$ cat config.mk
export PLATFORM = sky130hd
export DESIGN_NAME = sorted_order_list_core
export DESIGN_NICKNAME = d
export VERILOG_FILES = /design/src/hw/rtl/sol_pkg.sv /design/src/hw/rtl/sol_ram.sv /design/src/hw/rtl/sol_datapath.sv /design/src/hw/rtl/sol_controller.sv /design/src/hw/rtl/sorted_order_list_core.sv
export SDC_FILE = /design/constraint.sdc
export NUM_CORES = 1
export LEC_CHECK = 0
export BUFFER_PORTS_ARGS = -buffer_cell sky130_fd_sc_hd__buf_2
export CORE_ASPECT_RATIO = 0.7
export CORE_MARGIN = 2
export CORE_UTILIZATION = 35
export CTS_CLUSTER_DIAMETER = 60
export DETAILED_ROUTE_END_ITERATION = 16
export PLACE_DENSITY_LB_ADDON = 0.08
export SLEW_MARGIN = 10
export SYNTH_ARGS = -nofsm -noshare
export SYNTH_HDL_FRONTEND = slang
export SYNTH_SLANG_ARGS = --single-unit
export TNS_END_PERCENT = 30
$ cat constraint.sdc
create_clock -name clock -period 7.2 [get_ports clock]
set_input_delay 2.16 -clock clock [delete_from_list [all_inputs] [get_ports clock]]
set_output_delay 2.16 -clock clock [all_outputs]
set_load 0.005 [all_outputs]
$ cat src/hw/rtl/sol_pkg.sv
// Shared types and constants for the sorted order list core.
// No dependencies; used by every module of the block but sol_ram.
`default_nettype none

package sol_pkg;

   localparam int DEPTH_DEF    = 16;
   localparam int CMD_W        = 2;
   localparam int CLIENT_W     = 16;
   localparam int AMOUNT_W     = 32;
   localparam int STATUS_W     = 3;
   localparam int ENTRY_W      = CLIENT_W + AMOUNT_W;

   // Request commands
   typedef enum logic [CMD_W-1:0] {
      CMD_INSERT = 2'd0,
      CMD_DELETE = 2'd1,
      CMD_LIST   = 2'd2
   } cmd_type;

   // Response status codes
   typedef enum logic [STATUS_W-1:0] {
      ST_DONE      = 3'd0,
      ST_NOT_FOUND = 3'd1,
      ST_FULL      = 3'd2,
      ST_ENTRY     = 3'd3,
      ST_EMPTY     = 3'd4
   } status_type;

   // Controller states
   typedef enum logic [2:0] {
      S_IDLE,
      S_INS_RD,
      S_INS_EV,
      S_DEL_RD,
      S_DEL_EV,
      S_LIST
   } state_type;

   // Index register operations
   typedef enum logic [2:0] {
      IDX_HOLD,
      IDX_ZERO,
      IDX_COUNT,
      IDX_INC,
      IDX_DEC
   } idx_op_type;

   // Controller to datapath commands
   typedef struct packed {
      logic       load;       // capture request key, clear found flag
      idx_op_type idx_op;
      logic       rd_en;
      logic       rd_prev;    // read at idx-1 instead of idx
      logic       wr_en;
      logic       wr_new;     // write request key instead of read data
      logic       wr_prev;    // write at idx-1 instead of idx
      logic       cnt_inc;
      logic       cnt_dec;
      logic       found_set;
      logic       list_rd;    // read feeds a list response
      logic       rsp_en;     // single response with rsp_status
      status_type rsp_status;
   } dp_cmd_type;

   // Datapath to controller status
   typedef struct packed {
      logic count_zero;
      logic count_full;
      logic idx_zero;
      logic idx_end;      // idx equals entry count
      logic rd_greater;   // read amount strictly above key
      logic rd_match;     // read client and amount equal key
      logic found;
      logic list_pend;    // list responses still in flight
   } dp_sts_type;

endpackage

`default_nettype wire

$ cat src/hw/rtl/sol_ram.sv
// Generic simple dual-port RAM: one write port, one registered read port.
// No dependencies.
`default_nettype none

module sol_ram #(
   parameter int WIDTH  = 48,
   parameter int DEPTH  = 16,
   parameter int ADDR_W = (DEPTH > 1) ? $clog2(DEPTH) : 1
) (
   input  wire logic              clock,
   input  wire logic              wr_en,
   input  wire logic [ADDR_W-1:0] wr_addr,
   input  wire logic [WIDTH-1:0]  wr_data,
   input  wire logic              rd_en,
   input  wire logic [ADDR_W-1:0] rd_addr,
   output      logic [WIDTH-1:0]  rd_data
);

   logic [WIDTH-1:0] mem_ff [DEPTH];
   logic [WIDTH-1:0] rd_data_ff;

   // Write port
   always_ff @(posedge clock) begin
      if (wr_en) begin
         mem_ff[wr_addr] <= wr_data;
      end
   end

   // Registered read port
   always_ff @(posedge clock) begin
      if (rd_en) begin
         rd_data_ff <= mem_ff[rd_addr];
      end
   end

   assign rd_data = rd_data_ff;

endmodule

`default_nettype wire

$ cat src/hw/rtl/sol_datapath.sv
// Datapath of the sorted order list: entry RAM, index, count, key and
// response registers. Depends on sol_pkg and sol_ram.
`default_nettype none

module sol_datapath #(
   parameter int DEPTH = sol_pkg::DEPTH_DEF,
   parameter int AW    = (DEPTH > 1) ? $clog2(DEPTH) : 1,
   parameter int CW    = $clog2(DEPTH + 1)
) (
   input  wire logic                                clock,
   input  wire logic                                reset,
   input  wire logic        [sol_pkg::CLIENT_W-1:0] req_client,
   input  wire logic signed [sol_pkg::AMOUNT_W-1:0] req_amount,
   input  wire sol_pkg::dp_cmd_type                 ctrl,
   output      sol_pkg::dp_sts_type                 sts,
   output      logic                                rsp_strobe,
   output      logic        [sol_pkg::STATUS_W-1:0] rsp_status,
   output      logic        [sol_pkg::CLIENT_W-1:0] rsp_entry_client,
   output      logic signed [sol_pkg::AMOUNT_W-1:0] rsp_entry_amount,
   output      logic                                rsp_last
);

   logic        [sol_pkg::CLIENT_W-1:0] key_client_ff;
   logic signed [sol_pkg::AMOUNT_W-1:0] key_amount_ff;
   logic        [CW-1:0]                idx_ff, idx_in;
   logic        [CW-1:0]                count_ff, count_in;
   logic                                found_ff, found_in;
   logic                                pend_ff, pend_last_ff;

   logic                                rsp_strobe_ff;
   sol_pkg::status_type                 rsp_status_ff;
   logic        [sol_pkg::CLIENT_W-1:0] rsp_client_ff;
   logic signed [sol_pkg::AMOUNT_W-1:0] rsp_amount_ff;
   logic                                rsp_last_ff;

   logic        [CW-1:0]                idx_prev;
   logic        [AW-1:0]                rd_addr, wr_addr;
   logic        [sol_pkg::ENTRY_W-1:0]  wr_data, rd_data;
   logic        [sol_pkg::CLIENT_W-1:0] rd_client;
   logic signed [sol_pkg::AMOUNT_W-1:0] rd_amount;

   assign idx_prev  = idx_ff - CW'(1);
   assign rd_client = rd_data[sol_pkg::ENTRY_W-1:sol_pkg::AMOUNT_W];
   assign rd_amount = $signed(rd_data[sol_pkg::AMOUNT_W-1:0]);

   // RAM addressing and write data
   assign rd_addr = ctrl.rd_prev ? idx_prev[AW-1:0] : idx_ff[AW-1:0];
   assign wr_addr = ctrl.wr_prev ? idx_prev[AW-1:0] : idx_ff[AW-1:0];
   assign wr_data = ctrl.wr_new ? {key_client_ff, key_amount_ff} : rd_data;

   sol_ram #(
      .WIDTH  (sol_pkg::ENTRY_W),
      .DEPTH  (DEPTH),
      .ADDR_W (AW)
   ) u_ram (
      .clock   (clock),
      .wr_en   (ctrl.wr_en),
      .wr_addr (wr_addr),
      .wr_data (wr_data),
      .rd_en   (ctrl.rd_en),
      .rd_addr (rd_addr),
      .rd_data (rd_data)
   );

   // Index and count next values
   always_comb begin
      case (ctrl.idx_op)
         sol_pkg::IDX_ZERO:  idx_in = '0;
         sol_pkg::IDX_COUNT: idx_in = count_ff;
         sol_pkg::IDX_INC:   idx_in = idx_ff + CW'(1);
         sol_pkg::IDX_DEC:   idx_in = idx_prev;
         default:            idx_in = idx_ff;
      endcase
      count_in = count_ff;
      if (ctrl.cnt_inc) begin
         count_in = count_ff + CW'(1);
      end else if (ctrl.cnt_dec) begin
         count_in = count_ff - CW'(1);
      end
      found_in = found_ff;
      if (ctrl.load) begin
         found_in = 1'b0;
      end else if (ctrl.found_set) begin
         found_in = 1'b1;
      end
   end

   // Control registers
   always_ff @(posedge clock) begin
      if (reset) begin
         idx_ff   <= '0;
         count_ff <= '0;
         found_ff <= 1'b0;
         pend_ff  <= 1'b0;
      end else begin
         idx_ff   <= idx_in;
         count_ff <= count_in;
         found_ff <= found_in;
         pend_ff  <= ctrl.list_rd;
      end
   end

   // Request key and list bookkeeping
   always_ff @(posedge clock) begin
      if (ctrl.load) begin
         key_client_ff <= req_client;
         key_amount_ff <= req_amount;
      end
      pend_last_ff <= ((idx_ff + CW'(1)) == count_ff);
   end

   // Response word register
   always_ff @(posedge clock) begin
      if (reset) begin
         rsp_strobe_ff <= 1'b0;
      end else begin
         rsp_strobe_ff <= ctrl.rsp_en | pend_ff;
      end
   end

   always_ff @(posedge clock) begin
      if (ctrl.rsp_en) begin
         rsp_status_ff <= ctrl.rsp_status;
         rsp_client_ff <= '0;
         rsp_amount_ff <= '0;
         rsp_last_ff   <= 1'b1;
      end else if (pend_ff) begin
         rsp_status_ff <= sol_pkg::ST_ENTRY;
         rsp_client_ff <= rd_client;
         rsp_amount_ff <= rd_amount;
         rsp_last_ff   <= pend_last_ff;
      end
   end

   assign rsp_strobe       = rsp_strobe_ff;
   assign rsp_status       = rsp_status_ff;
   assign rsp_entry_client = rsp_client_ff;
   assign rsp_entry_amount = rsp_amount_ff;
   assign rsp_last         = rsp_last_ff;

   // Status toward the controller
   always_comb begin
      sts.count_zero = (count_ff == '0);
      sts.count_full = (count_ff == CW'(DEPTH));
      sts.idx_zero   = (idx_ff == '0);
      sts.idx_end    = (idx_ff == count_ff);
      sts.rd_greater = (rd_amount > key_amount_ff);
      sts.rd_match   = (rd_client == key_client_ff) && (rd_amount == key_amount_ff);
      sts.found      = found_ff;
      sts.list_pend  = pend_ff;
   end

endmodule

`default_nettype wire

$ cat src/hw/rtl/sol_controller.sv
// Controller state machine of the sorted order list core.
// Depends on sol_pkg; drives the datapath through dp_cmd_type.
`default_nettype none

module sol_controller (
   input  wire logic                             clock,
   input  wire logic                             reset,
   input  wire logic                             start,
   input  wire logic [sol_pkg::CMD_W-1:0]        req_cmd,
   input  wire sol_pkg::dp_sts_type              sts,
   output      sol_pkg::dp_cmd_type              ctrl,
   output      logic                             busy
);

   sol_pkg::state_type state_ff, state_in;
   logic               accept;

   assign busy   = (state_ff != sol_pkg::S_IDLE) || sts.list_pend;
   assign accept = start && !busy;

   // State register
   always_ff @(posedge clock) begin
      if (reset) begin
         state_ff <= sol_pkg::S_IDLE;
      end else begin
         state_ff <= state_in;
      end
   end

   // Next state
   always_comb begin
      state_in = state_ff;
      case (state_ff)
         sol_pkg::S_IDLE: begin
            if (accept) begin
               case (req_cmd)
                  sol_pkg::CMD_INSERT: begin
                     if (!sts.count_full) state_in = sol_pkg::S_INS_RD;
                  end
                  sol_pkg::CMD_DELETE: state_in = sol_pkg::S_DEL_RD;
                  sol_pkg::CMD_LIST: begin
                     if (!sts.count_zero) state_in = sol_pkg::S_LIST;
                  end
                  default: state_in = sol_pkg::S_IDLE;
               endcase
            end
         end
         sol_pkg::S_INS_RD: begin
            state_in = sts.idx_zero ? sol_pkg::S_IDLE : sol_pkg::S_INS_EV;
         end
         sol_pkg::S_INS_EV: begin
            state_in = sts.rd_greater ? sol_pkg::S_IDLE : sol_pkg::S_INS_RD;
         end
         sol_pkg::S_DEL_RD: begin
            state_in = sts.idx_end ? sol_pkg::S_IDLE : sol_pkg::S_DEL_EV;
         end
         sol_pkg::S_DEL_EV: state_in = sol_pkg::S_DEL_RD;
         sol_pkg::S_LIST: begin
            if (sts.idx_end) state_in = sol_pkg::S_IDLE;
         end
         default: state_in = sol_pkg::S_IDLE;
      endcase
   end

   // Datapath commands
   always_comb begin
      ctrl            = '0;
      ctrl.idx_op     = sol_pkg::IDX_HOLD;
      ctrl.rsp_status = sol_pkg::ST_DONE;
      case (state_ff)
         sol_pkg::S_IDLE: begin
            if (accept) begin
               ctrl.load = 1'b1;
               case (req_cmd)
                  sol_pkg::CMD_INSERT: begin
                     if (sts.count_full) begin
                        ctrl.rsp_en     = 1'b1;
                        ctrl.rsp_status = sol_pkg::ST_FULL;
                     end else begin
                        ctrl.idx_op = sol_pkg::IDX_COUNT;
                     end
                  end
                  sol_pkg::CMD_DELETE: ctrl.idx_op = sol_pkg::IDX_ZERO;
                  sol_pkg::CMD_LIST: begin
                     if (sts.count_zero) begin
                        ctrl.rsp_en     = 1'b1;
                        ctrl.rsp_status = sol_pkg::ST_EMPTY;
                     end else begin
                        ctrl.idx_op = sol_pkg::IDX_ZERO;
                     end
                  end
                  default: ctrl.load = 1'b0;
               endcase
            end
         end
         // Insert: walk down from the tail, shifting entries up by one
         sol_pkg::S_INS_RD: begin
            if (sts.idx_zero) begin
               ctrl.wr_en   = 1'b1;
               ctrl.wr_new  = 1'b1;
               ctrl.cnt_inc = 1'b1;
               ctrl.rsp_en  = 1'b1;
            end else begin
               ctrl.rd_en   = 1'b1;
               ctrl.rd_prev = 1'b1;
            end
         end
         sol_pkg::S_INS_EV: begin
            ctrl.wr_en = 1'b1;
            if (sts.rd_greater) begin
               ctrl.wr_new  = 1'b1;
               ctrl.cnt_inc = 1'b1;
               ctrl.rsp_en  = 1'b1;
            end else begin
               ctrl.idx_op = sol_pkg::IDX_DEC;
            end
         end
         // Delete: scan from the head, shift later entries down once found
         sol_pkg::S_DEL_RD: begin
            if (sts.idx_end) begin
               ctrl.rsp_en     = 1'b1;
               ctrl.cnt_dec    = sts.found;
               ctrl.rsp_status = sts.found ? sol_pkg::ST_DONE : sol_pkg::ST_NOT_FOUND;
            end else begin
               ctrl.rd_en = 1'b1;
            end
         end
         sol_pkg::S_DEL_EV: begin
            ctrl.idx_op = sol_pkg::IDX_INC;
            if (sts.found) begin
               ctrl.wr_en   = 1'b1;
               ctrl.wr_prev = 1'b1;
            end else if (sts.rd_match) begin
               ctrl.found_set = 1'b1;
            end
         end
         // List: one read per cycle until the count is reached
         sol_pkg::S_LIST: begin
            if (!sts.idx_end) begin
               ctrl.rd_en   = 1'b1;
               ctrl.list_rd = 1'b1;
               ctrl.idx_op  = sol_pkg::IDX_INC;
            end
         end
         default: ctrl.idx_op = sol_pkg::IDX_HOLD;
      endcase
   end

endmodule

`default_nettype wire

$ cat src/hw/rtl/sorted_order_list_core.sv
// Top level of the sorted order list core.
// Depends on sol_pkg, sol_controller and sol_datapath.
//
// Keeps up to DEPTH (client, amount) entries in descending amount order.
// Request channel: req_cmd, req_client, req_amount are taken at a rising edge
// where start is high and busy is low. Commands: insert, delete, list.
// Response channel: each word shows for one cycle with rsp_strobe high; the
// receiver cannot stall it. rsp_last marks the final word of a command.
// Insert and delete give one word; list gives one word per entry, or one
// empty word when the table holds nothing.
// Insert walks down from the tail until it finds its place; delete always
// scans every entry. An insert to a full table gives ST_FULL without a walk.
// List reads the entries from the head and gives one word per cycle.
// The entry RAM has one read and one write port; insert and delete spend a
// read state and an evaluate/write state per entry they touch.
// Reset clears the entry count and the controller; RAM contents are not
// cleared, only entries below the count are ever read.
`default_nettype none

module sorted_order_list_core #(
   parameter int DEPTH = sol_pkg::DEPTH_DEF
) (
   input  wire logic                                clock,
   input  wire logic                                reset,
   input  wire logic                                start,
   output      logic                                busy,
   input  wire logic        [sol_pkg::CMD_W-1:0]    req_cmd,
   input  wire logic        [sol_pkg::CLIENT_W-1:0] req_client,
   input  wire logic signed [sol_pkg::AMOUNT_W-1:0] req_amount,
   output      logic                                rsp_strobe,
   output      logic        [sol_pkg::STATUS_W-1:0] rsp_status,
   output      logic        [sol_pkg::CLIENT_W-1:0] rsp_entry_client,
   output      logic signed [sol_pkg::AMOUNT_W-1:0] rsp_entry_amount,
   output      logic                                rsp_last
);

   localparam int AW = (DEPTH > 1) ? $clog2(DEPTH) : 1;
   localparam int CW = $clog2(DEPTH + 1);

   sol_pkg::dp_cmd_type ctrl;
   sol_pkg::dp_sts_type sts;

   sol_controller u_ctrl (
      .clock   (clock),
      .reset   (reset),
      .start   (start),
      .req_cmd (req_cmd),
      .sts     (sts),
      .ctrl    (ctrl),
      .busy    (busy)
   );

   sol_datapath #(
      .DEPTH (DEPTH),
      .AW    (AW),
      .CW    (CW)
   ) u_dp (
      .clock            (clock),
      .reset            (reset),
      .req_client       (req_client),
      .req_amount       (req_amount),
      .ctrl             (ctrl),
      .sts              (sts),
      .rsp_strobe       (rsp_strobe),
      .rsp_status       (rsp_status),
      .rsp_entry_client (rsp_entry_client),
      .rsp_entry_amount (rsp_entry_amount),
      .rsp_last         (rsp_last)
   );

endmodule

`default_nettype wire

==> flow_summary.json, run 1 <==
{
  "period_needed_ns": 4.74,
  "grt_pass1_vias": 19289,
  "vias_per_cell": 5.20,
  "ys_ff_latch": 933,
  "fp.dieW_um": 395,
  "seq_area_frac_synth": 0.731,
  "ys_warn_count": 0,
  "ir_worst_vdd_mv": 0.268,
  "crit_family": "compound AO/OA/AOI/OAI gates",
  "clk_pin_slew_ns": 0.06,
  "io_buffers": 106,
  "synth-async-reset-ratio": 0,
  "synthAdderAreaFrac": 0.0132,
  "synth_cells": 1879,
  "synth_top_area_frac": 0.695,
  "synthTopCellsByArea": "edfxtp_1 70%, mux4_2 12%, mux2i_1 5.2%",
  "gp_congestion": 0.761,
  "drive_gt1_frac": 0.269,
  "clockBufferDepth": 3,
  "post-route-period-util": 0.658,
  "yosys-mux-area-fraction": 0.183,
  "leakagePower_nw": 14.9,
  "setup_viol": 0,
  "yosysTopAreaCell": "edfxtp_1",
  "place_ws_ns": 2.45,
  "tightest_slew_ns": 1.19,
  "synth-xor-area-share": 0.00702,
  "io_pins": 107,
  "grt_usage": 0.185,
  "synth_top_family_by_area": "multiplexers",
  "cts_root_buffer": "clkbuf_16",
  "cp_common_cell": "nor3_1",
  "pwr_density_cell_nw_per_um2": 351,
  "placed_area_sq_um": 39900,
  "crit_path_top_delay_cell": "buf_4",
  "path_max_fanout": 40,
  "final_core_util": 0.406,
  "crit_arrival_ns": 5.07,
  "cts_made_buffers": 97,
  "final_net_count": 2131,
  "crit_buf_inv": 1,
  "die_y_um": 278,
  "fin_setup_tns_ns": 0,
  "final_cells": 3548,
  "worstSetupEndpointType": "flip-flop",
  "synth_edf_count": 867,
  "cts_tree": "yes",
  "drc": 0,
  "core_sq_um": 106000,
  "cts_resized": 0,
  "finish.instance_area_sq_um": 43100,
  "path_cells": "ha_1 > nand4_1 > nor3_1 > a211oi_1 > o21ai_0 > nor3_1 > o211ai_4 > a21oi_4 > buf_4 > mux2_1",
  "start_kind": "flip-flop",
  "finalMaxSlewViolations": 0,
  "rsz0062_at_grt": "false",
  "start_util": 0.352,
  "htree_levels": 3,
  "dp_hpwl_um": 55700,
  "drtIter0Drc": 1638,
  "numPlacedInstances": 3368,
  "synth_nets": 1971,
  "area_growth_pct": 15.2,
  "crit_type": "reg -> reg",
  "finalWorstSetupSlack_ns": 2.46,
  "fmax_mhz": 211,
  "cts_hold_buf": 0,
  "cap_violations": 0,
  "cts_setup_buffers": 0,
  "whs_ns": 0.503,
  "worstPathRequired_ns": 7.53,
  "grt_max_degree": 124,
  "cts.sinks": 933,
  "diodes": 0,
  "min_path_type": "reg -> reg",
  "synth_ff_type": "edfxtp_1",
  "synth_area_sq_um": 37400,
  "finalClockSkew_ns": 0.0236,
  "synth-simple-area-share": 0.0300,
  "fin_total_pwr_mw": 15.2,
  "synth_cell_types": 61,
  "global_route.overflow_total": 0,
  "dr_total_vias": 18454,
  "antenna_found_initial": 3,
  "ant_nets": 0,
  "slew_headroom": 0.201,
  "grt_first_pass_wirelength_um": 144000,
  "fp.dieArea_sq_um": 110000,
  "placementRows": 100,
  "wl_per_cell_um": 28.4,
  "final_hold_viol_count": 0,
  "outcome": "finished, final reports clean",
  "synth_compound_area_frac": 0.0166,
  "avgSynthCellArea_sq_um": 19.9,
  "cpPeakStageDelay_ns": 0.81,
  "clk_latency_ns": 0.69,
  "first_pass_iters": 5,
  "wirelength_um": 101000
}
[tightest hold or removal path, cell delays in order (launching register included)]
cell	delay (ns)
dfxtp_1	0.33
mux2i_1	0.07
nand3_1	0.07
[synth_stat cells, types with 2 or more instances]
cell,instances
edfxtp_1,867
mux2i_1,194
mux4_2,192
dfxtp_1,66
inv_1,49
nor3_1,44
buf_2,39
ha_1,38
mux2_1,38
nor2_1,38
nand2_1,30
a21oi_1,29
clkbuf_1,26
nand3_1,23
nor3_2,20
o21ai_0,18
buf_4,15
xnor2_1,15
xor2_1,15
buf_6,13
mux2_2,13
nor2b_1,9
a31oi_1,8
nand4_1,7
nor4_1,7
o211ai_1,5
nand2b_1,4
or3_1,4
a21o_1,3
a221oi_1,3
a31o_2,3
and3_1,3
o21a_1,3
o31a_1,3
o31ai_1,3
a211oi_1,2
a311oi_1,2
and2_1,2
nor4_2,2
o21bai_1,2
or2_2,2
[power breakdown]
part	total (mW)	switching (mW)	internal [mW]
combinational	3.21	1.91	1.30
clock	5.16	2.14	3.02
sequential	6.79	0.159	6.63
total	15.2	4.21	10.9
[layer usage]
layer / vias up / GRT usage / part of all wire
met1: 9917 / 0.267 / 0.47
met4: 2 / 0.0417 / 0.019
met3: 127 / 0.0322 / 0.040
li1: 8000 / - / -
met2: 408 / 0.292 / 0.47
met5: - / 0 / 0.00012
[logic make-up after synthesis]
logic type,after synthesis
flops,933
simple gates,202
compound gates,94
fa+ha+maj,39
mux,437
xor+xnor,30
buf+inv,144
[cell type report]
class                   count  area (sq um)
fillers                  9444         63100
clock inverters            46           539
multi-input cells         802          9530
clock buffers             134          2730
repair buffers            156          1000
well taps                1428          1790
flip-flops and latches    933         27400
inverters                  49           184
[flip-flops by register name (all words and copies together), names as in the netlist, 5 cells and up]
signal and cells:
u_dp.count_ff 5, u_dp.idx_ff 5, u_dp.key_amount_ff 32, u_dp.key_client_ff 16, u_dp.rsp_entry_amount 32, u_dp.rsp_entry_client 16
u_dp.u_ram.mem_ff 768, u_dp.u_ram.rd_data 48
[cell usage in the layout, fill, tap and decap left out, types with 8 or more instances in the layout]
cell type / n
a21oi_1: 27
a31oi_1: 8
buf_2: 106
buf_4: 43
bufinv_16: 10
clkbuf_1: 22
clkbuf_16: 98
clkbuf_8: 14
clkinv_2: 15
dfxtp_1: 65
edfxtp_1: 867
ha_1: 38
inv_1: 49
mux2_1: 38
mux2_2: 13
mux2i_1: 194
mux4_2: 192
nand2_1: 30
nand3_1: 23
nor2_1: 22
nor2_4: 16
nor2b_1: 8
nor3_1: 44
nor3_2: 20
o21ai_0: 17
xnor2_1: 13
xor2_1: 15
[worst paths after layout]
kind	start	to	slack [ns]	cells after the start
max	u_dp.u_ram.rd_data[25]$_DFFE_PP_	u_dp.u_ram.mem_ff[15][26]$_DFFE_PP_	2.46	10
min	u_dp.rsp_last$_SDFFE_PP1P_	u_dp.rsp_last$_SDFFE_PP1P_	0.50	2
max reg2reg	u_dp.u_ram.rd_data[25]$_DFFE_PP_	u_dp.u_ram.mem_ff[15][26]$_DFFE_PP_	2.46	10
min reg2reg	u_dp.rsp_last$_SDFFE_PP1P_	u_dp.rsp_last$_SDFFE_PP1P_	0.50	2
Power figures use the tool's default switching activity.
==> inputs of run 2 (changes only) <==
==> constraint.sdc (replaced) <==
create_clock -name clock -period 4.4 [get_ports clock]
set_input_delay 1.32 -clock clock [delete_from_list [all_inputs] [get_ports clock]]
set_output_delay 1.32 -clock clock [all_outputs]
set_load 0.005 [all_outputs]
==> run 2 against run 1 <==
  * Critical path depth up 5
  * Total power up 64%
  * Clock skew up 0.012 ns
  * Register-to-register slack worse by 2.2 ns
  * Clock power up 59%
  * Largest power group unchanged
  * Clock-buffer cell count up 8
  * Setup slack worse by 2.2 ns
==> flow_summary.json, run 2 (same netlist as run 1, synthesis figures left out) <==
{
  "final_net_count": 2162,
  "slew_headroom": 0.321,
  "worstPathRequired_ns": 5.01,
  "grt_first_pass_wirelength_um": 144000,
  "wirelength_um": 99900,
  "dr_total_vias": 18400,
  "share_comb_of_total_power": 0.223,
  "first_pass_iters": 5,
  "fp.dieW_um": 395,
  "final_hold_viol_count": 0,
  "largest_register": "u_dp.u_ram.mem_ff",
  "grt_pass1_vias": 19428,
  "die_y_um": 278,
  "clk_latency_ns": 0.69,
  "largest_reg_flops": 768,
  "setup_viol": 0,
  "cts_tree": "yes",
  "period_needed_ns": 4.19,
  "pwr_density_cell_nw_per_um2": 568,
  "outcome": "finished, final reports clean",
  "ir_worst_vdd_mv": 0.310,
  "crit_cells": 15,
  "r2r_cells": 15,
  "crit_type": "reg -> reg",
  "cpPeakStageDelay_ns": 0.58,
  "final_common_cell": "edfxtp_1",
  "drc": 0,
  "rsz0062_at_grt": "false",
  "switching_share": 0.277,
  "gp_congestion": 0.755,
  "whs_ns": 0.483,
  "p_clk_frac": 0.330,
  "p_switching_mw": 6.88,
  "fmax_mhz": 239,
  "grt_max_degree": 81,
  "leakagePower_nw": 15.1,
  "min_path_type": "reg -> reg",
  "clockBufferDepth": 3,
  "cts_made_buffers": 96,
  "final_cells": 3581,
  "cts_root_buffer": "clkbuf_16",
  "vias_per_cell": 5.14,
  "numPlacedInstances": 3400,
  "crit_path_top_delay_cell": "nor4_2",
  "antenna_found_initial": 1,
  "final_core_util": 0.411,
  "drive_gt1_frac": 0.275,
  "post-route-period-util": 0.951,
  "fp.dieArea_sq_um": 110000,
  "path_cells": "ha_1 > nand4_1 > nor4_2 > o31a_1 > nor3_1 > o211ai_4 > a21oi_4 > buf_12 > fa_1 > nor2b_1 > o21ai_0 > nor2b_1 > and3_1 > or3_1 > o211ai_1",
  "internal-power_mw": 17.9,
  "core_sq_um": 106000,
  "worstSetupEndpointType": "flip-flop",
  "drtIter0Drc": 1331,
  "area_growth_pct": 16.7,
  "io_pins": 107,
  "io_buffers": 106,
  "htree_levels": 3,
  "cap_violations": 0,
  "hold_path_depth": 2,
  "cp_common_cell": "nor2b_1",
  "placementRows": 100,
  "wl_per_cell_um": 27.9,
  "tightest_slew_ns": 1.02,
  "cts_setup_buffers": 0,
  "crit_family": "simple AND/OR/NAND/NOR gates",
  "crit_buf_inv": 1,
  "seqPwrFrac": 0.447,
  "dp_hpwl_um": 55000,
  "layout_common_cells": "867 x edfxtp_1, 194 x mux2i_1, 192 x mux4_2, 106 x buf_2, 99 x clkbuf_16",
  "global_route.overflow_total": 0,
  "ant_nets": 0,
  "crit_arrival_ns": 4.80,
  "start_kind": "flip-flop",
  "path_max_fanout": 16,
  "finalMaxSlewViolations": 0,
  "fin_setup_tns_ns": 0,
  "cts.sinks": 933,
  "cts_hold_buf": 0,
  "clk_pin_slew_ns": 0.07,
  "fill_cells": 9401,
  "start_util": 0.352,
  "grt_usage": 0.183,
  "finalClockSkew_ns": 0.0359
}
[run 2: layer usage]
layer | GRT usage | share of wire
met3 | 0.0291 | 0.037
met1 | 0.265 | 0.47
met4 | 0.0439 | 0.020
met5 | 0 | 0
met2 | 0.291 | 0.47
[run 2: cell type report]
class | count | area, sq um | area share
well taps | 1428 | 1790 | 0.0409
diodes | 2 | 5.00 | 0.000115
clock inverters | 37 | 403 | 0.00922
repair buffers | 188 | 1700 | 0.0388
flip-flops and latches | 933 | 27400 | 0.626
clock buffers | 142 | 2740 | 0.0627
inverters | 49 | 184 | 0.00421
multi-input cells | 802 | 9530 | 0.218
[run 2: per-stage QoR]
stage	setup WS [ns]	area, sq um	power (mW)
floorplan	0.102	37400	15.0
global route	0.0287	43700	25.9
CTS	0.194	43700	25.2
global placement	0.391	40600	16.9
detailed placement	0.208	40600	16.9
finish	0.214	43700	24.8
[run 2: repair_timing]
action,4_1_cts,5_1_grt
endpoints found under the setup margin,0,1
resized for setup,0,1
hold endpoints to repair,0,0
[run 2: power groups by stage]
stage	clock (mW)	sequential (mW)	combinational, mW
4_1_cts	8.42	11.1	5.68
3_5_place_dp	0	11.3	5.66
3_3_place_gp	0	11.3	5.62
5_1_grt	8.76	11.1	6.05
6_report	8.19	11.1	5.54
2_1_floorplan	0	11.2	3.88
[run 2: path summary, 6_finish.rpt]
path	from	endpoint	slack, ns
max reg2reg	u_dp.u_ram.rd_data[27]$_DFFE_PP_	u_dp.count_ff[4]$_SDFFE_PP0P_	0.21
min reg2reg	u_dp.pend_last_ff$_DFF_P_	u_dp.rsp_last$_SDFFE_PP1P_	0.48
min	u_dp.pend_last_ff$_DFF_P_	u_dp.rsp_last$_SDFFE_PP1P_	0.48
max	u_dp.u_ram.rd_data[27]$_DFFE_PP_	u_dp.count_ff[4]$_SDFFE_PP0P_	0.21
[run 2: worst register-to-register path, stage by stage, from the launching register on]
cell and delay [ns]:
edfxtp_1 0.42, ha_1 0.34, nand4_1 0.28, nor4_2 0.58
o31a_1 0.29, nor3_1 0.12, o211ai_4 0.30, a21oi_4 0.11
buf_12 0.19, fa_1 0.39, nor2b_1 0.16, o21ai_0 0.10
nor2b_1 0.16, and3_1 0.19, or3_1 0.31, o211ai_1 0.18
==> inputs of run 3 (changes only) <==
--- a/config.mk
+++ b/config.mk
@@ -15,5 +15,6 @@
 export SLEW_MARGIN = 10
 export SYNTH_ARGS = -nofsm -noshare
 export SYNTH_HDL_FRONTEND = slang
+export SYNTH_HIERARCHICAL = 1
 export SYNTH_SLANG_ARGS = --single-unit
 export TNS_END_PERCENT = 30
==> run 3 against run 2 <==
  * Final cell count down 1.2%
  * Clock skew is 0.012 ns lower
  * Worst hold slack got worse by 0.045 ns
  * Die area shrank 2.2%
  * Global-route usage rose by 0.38 points
  * Final area down 0.49%
  * Critical path type unchanged
  * Largest cell class unchanged
  * Highest routed layer unchanged
==> flow_summary.json, run 3 <==
{
  "place_ws_ns": 0.0960,
  "start_kind": "flip-flop",
  "drive_gt1_frac": 0.301,
  "cts_tree": "yes",
  "pwr_density_cell_nw_per_um2": 646,
  "cts_root_buffer": "clkbuf_16",
  "ys_warn_count": 6,
  "routed-wl-met3_um": 3810,
  "ant_nets": 0,
  "wl_per_cell_um": 28.2,
  "clockBufferDepth": 3,
  "fp.dieArea_sq_um": 107000,
  "antenna_found_initial": 1,
  "cts.sinks": 933,
  "synth_most_common_cell": "edfxtp_1",
  "placed_area_sq_um": 40400,
  "cp_common_cell": "buf_4",
  "largest_register": "u_dp/u_ram/mem_ff",
  "period_needed_ns": 4.17,
  "drc": 0,
  "start_util": 0.352,
  "finalMaxSlewViolations": 0,
  "core_sq_um": 104000,
  "vias_per_cell": 5.24,
  "worstPathRequired_ns": 4.94,
  "crit_type": "reg -> reg",
  "finalWorstSetupSlack_ns": 0.234,
  "setup_viol": 0,
  "crit_path_top_delay_cell": "fa_1",
  "cts_setup_buffers": 0,
  "synth_nets": 1953,
  "ir_worst_vdd_mv": 0.469,
  "crit_arrival_ns": 4.70,
  "met1_length_um": 46100,
  "synth_cells": 1861,
  "cts_made_buffers": 96,
  "synthTopCellsByArea": "edfxtp_1 71%, mux4_2 12%, dfxtp_1 3.6%",
  "whs_ns": 0.438,
  "final_net_count": 2193,
  "dr_total_vias": 18539,
  "synth_area_sq_um": 36600,
  "path_cells": "ha_1 > a21o_1 > a221o_1 > a221oi_2 > buf_4 > o21ai_1 > buf_4 > a21oi_2 > mux2i_2 > nand3b_1 > a21oi_4 > inv_1 > fa_1 > a21o_1 > a21oi_2 > buf_4 > o21ai_1 > xnor2_1 > nor2_1",
  "drtIter0Drc": 1557,
  "ys_ff_latch": 933,
  "path_max_fanout": 4,
  "synth_ff_type": "edfxtp_1",
  "min_path_type": "reg -> reg",
  "avgSynthCellArea_sq_um": 19.7,
  "slew_headroom": 0.352,
  "fp.dieW_um": 391,
  "outcome": "finished, final reports clean",
  "wl_met2_um": 48300,
  "fin_total_pwr_mw": 28.1,
  "finalClockSkew_ns": 0.0240,
  "finish.instance_area_sq_um": 43500,
  "dp_hpwl_um": 58500,
  "synth_cell_types": 63,
  "synth_edf_count": 867,
  "diodes": 0,
  "die_y_um": 275,
  "grt_max_degree": 50,
  "cts_hold_buf": 0,
  "placementRows": 99,
  "worstSetupEndpointType": "flip-flop",
  "post-route-period-util": 0.947,
  "gp_congestion": 0.752,
  "grt_first_pass_wirelength_um": 142000,
  "leakagePower_nw": 14.1,
  "top_layer": "met4",
  "cpPeakStageDelay_ns": 0.45,
  "first_pass_iters": 5,
  "tightest_slew_ns": 0.963,
  "final_common_cell": "edfxtp_1",
  "synth-async-reset-ratio": 0,
  "htree_levels": 3,
  "clk_pin_slew_ns": 0.06,
  "seq_area_frac_synth": 0.747,
  "synthTopCellsByCount": "867 x edfxtp_1, 192 x mux4_2, 96 x a22oi_1",
  "clk_latency_ns": 0.67,
  "grt_usage": 0.187,
  "yosysTopAreaCell": "edfxtp_1",
  "fmax_mhz": 240,
  "area_growth_pct": 18.8,
  "largest_reg_flops": 768,
  "global_route.overflow_total": 0,
  "io_buffers": 106,
  "io_pins": 107,
  "wirelength_um": 99800,
  "synth_top_area_frac": 0.711,
  "final_hold_viol_count": 0,
  "final_core_util": 0.418,
  "grt_pass1_vias": 19115,
  "layout_common_cells": "867 x edfxtp_1, 192 x mux4_2, 106 x buf_2, 98 x clkbuf_16, 96 x a22oi_1",
  "cap_violations": 0
}
[run 3: cell types whose count changed after synthesis, sizes merged, moves of 8 or more]
cell,delta
a22oi,+95
buf,-8
clkbuf,+11
inv,-8
mux2i,-143
nand2,+48
nand3,-15
nor2,+51
nor3,-57
xor2,+11
[run 3: worst max-delay path, delay by kind of cell, from the launching register on]
kind	cells	cell delay [ns]
adder cells (fa/ha/maj)	2	0.76
buffers and inverters	4	0.56
AO/OA/AOI/OAI	9	1.62
AND/OR/NAND/NOR	2	0.23
XOR/XNOR	1	0.14
flip-flops	1	0.40
multiplexers	1	0.32
[run 3: timing repair]
item	CTS	global route
endpoints found under the hold margin	0	0
gates resized for setup	0	3
endpoints found under the setup margin	0	2
[run 3: power by group]
part / switching (mW) / total, mW / internal, mW
clock network: 3.42 / 7.97 / 4.55
logic: 4.98 / 8.50 / 3.52
registers: 0.278 / 11.6 / 11.3
total: 8.68 / 28.1 / 19.4
[run 3: routing by layer]
layer | GRT usage | vias up
met4 | 0.0397 | 0
met1 | 0.267 | 9961
li1 | - | 8065
met2 | 0.307 | 400
met5 | 0 | -
met3 | 0.0259 | 113
[run 3: path summary, 6_finish.rpt]
kind                                                        from                            end  slack, ns  depth (start not counted)
worst min-delay path                   u_dp/pend_last_ff$_DFF_P_     u_dp/rsp_last$_SDFFE_PP1P_       0.44                          1
worst max register to register  u_dp/u_ram/rd_data[25]$_DFFE_PP_  u_dp/count_ff[4]$_SDFFE_PP0P_       0.23                         19
worst min register to register         u_dp/pend_last_ff$_DFF_P_     u_dp/rsp_last$_SDFFE_PP1P_       0.44                          1
worst max-delay path            u_dp/u_ram/rd_data[25]$_DFFE_PP_  u_dp/count_ff[4]$_SDFFE_PP0P_       0.23                         19
[run 3: final cells by class]
class / instances / area, sq um
clock buffers: 123 / 2580
clock inverters: 49 / 458
fillers: 9051 / 60400
inverters: 41 / 154
multi-input cells: 789 / 8850
flip-flops and latches: 933 / 27400
well taps: 1363 / 1710
repair buffers: 240 / 2390
[run 3: cell families after synthesis]
kind of cell | Yosys count | share of synthesized area
mux | 291 | 0.147
flops | 933 | 0.747
compound gates | 177 | 0.0343
simple gates | 245 | 0.0318
fa+ha+maj | 39 | 0.0135
buf+inv | 139 | 0.0173
xor+xnor | 37 | 0.00885
[run 3: per-stage QoR]
stage / setup TNS, ns / cells
2_1_floorplan: -70.41 / 1861
3_3_place_gp: 0 / 3366
3_5_place_dp: 0 / 3366
4_1_cts: 0 / 3538
5_1_grt: -0.0663 / 3538
6_report: 0 / 3538
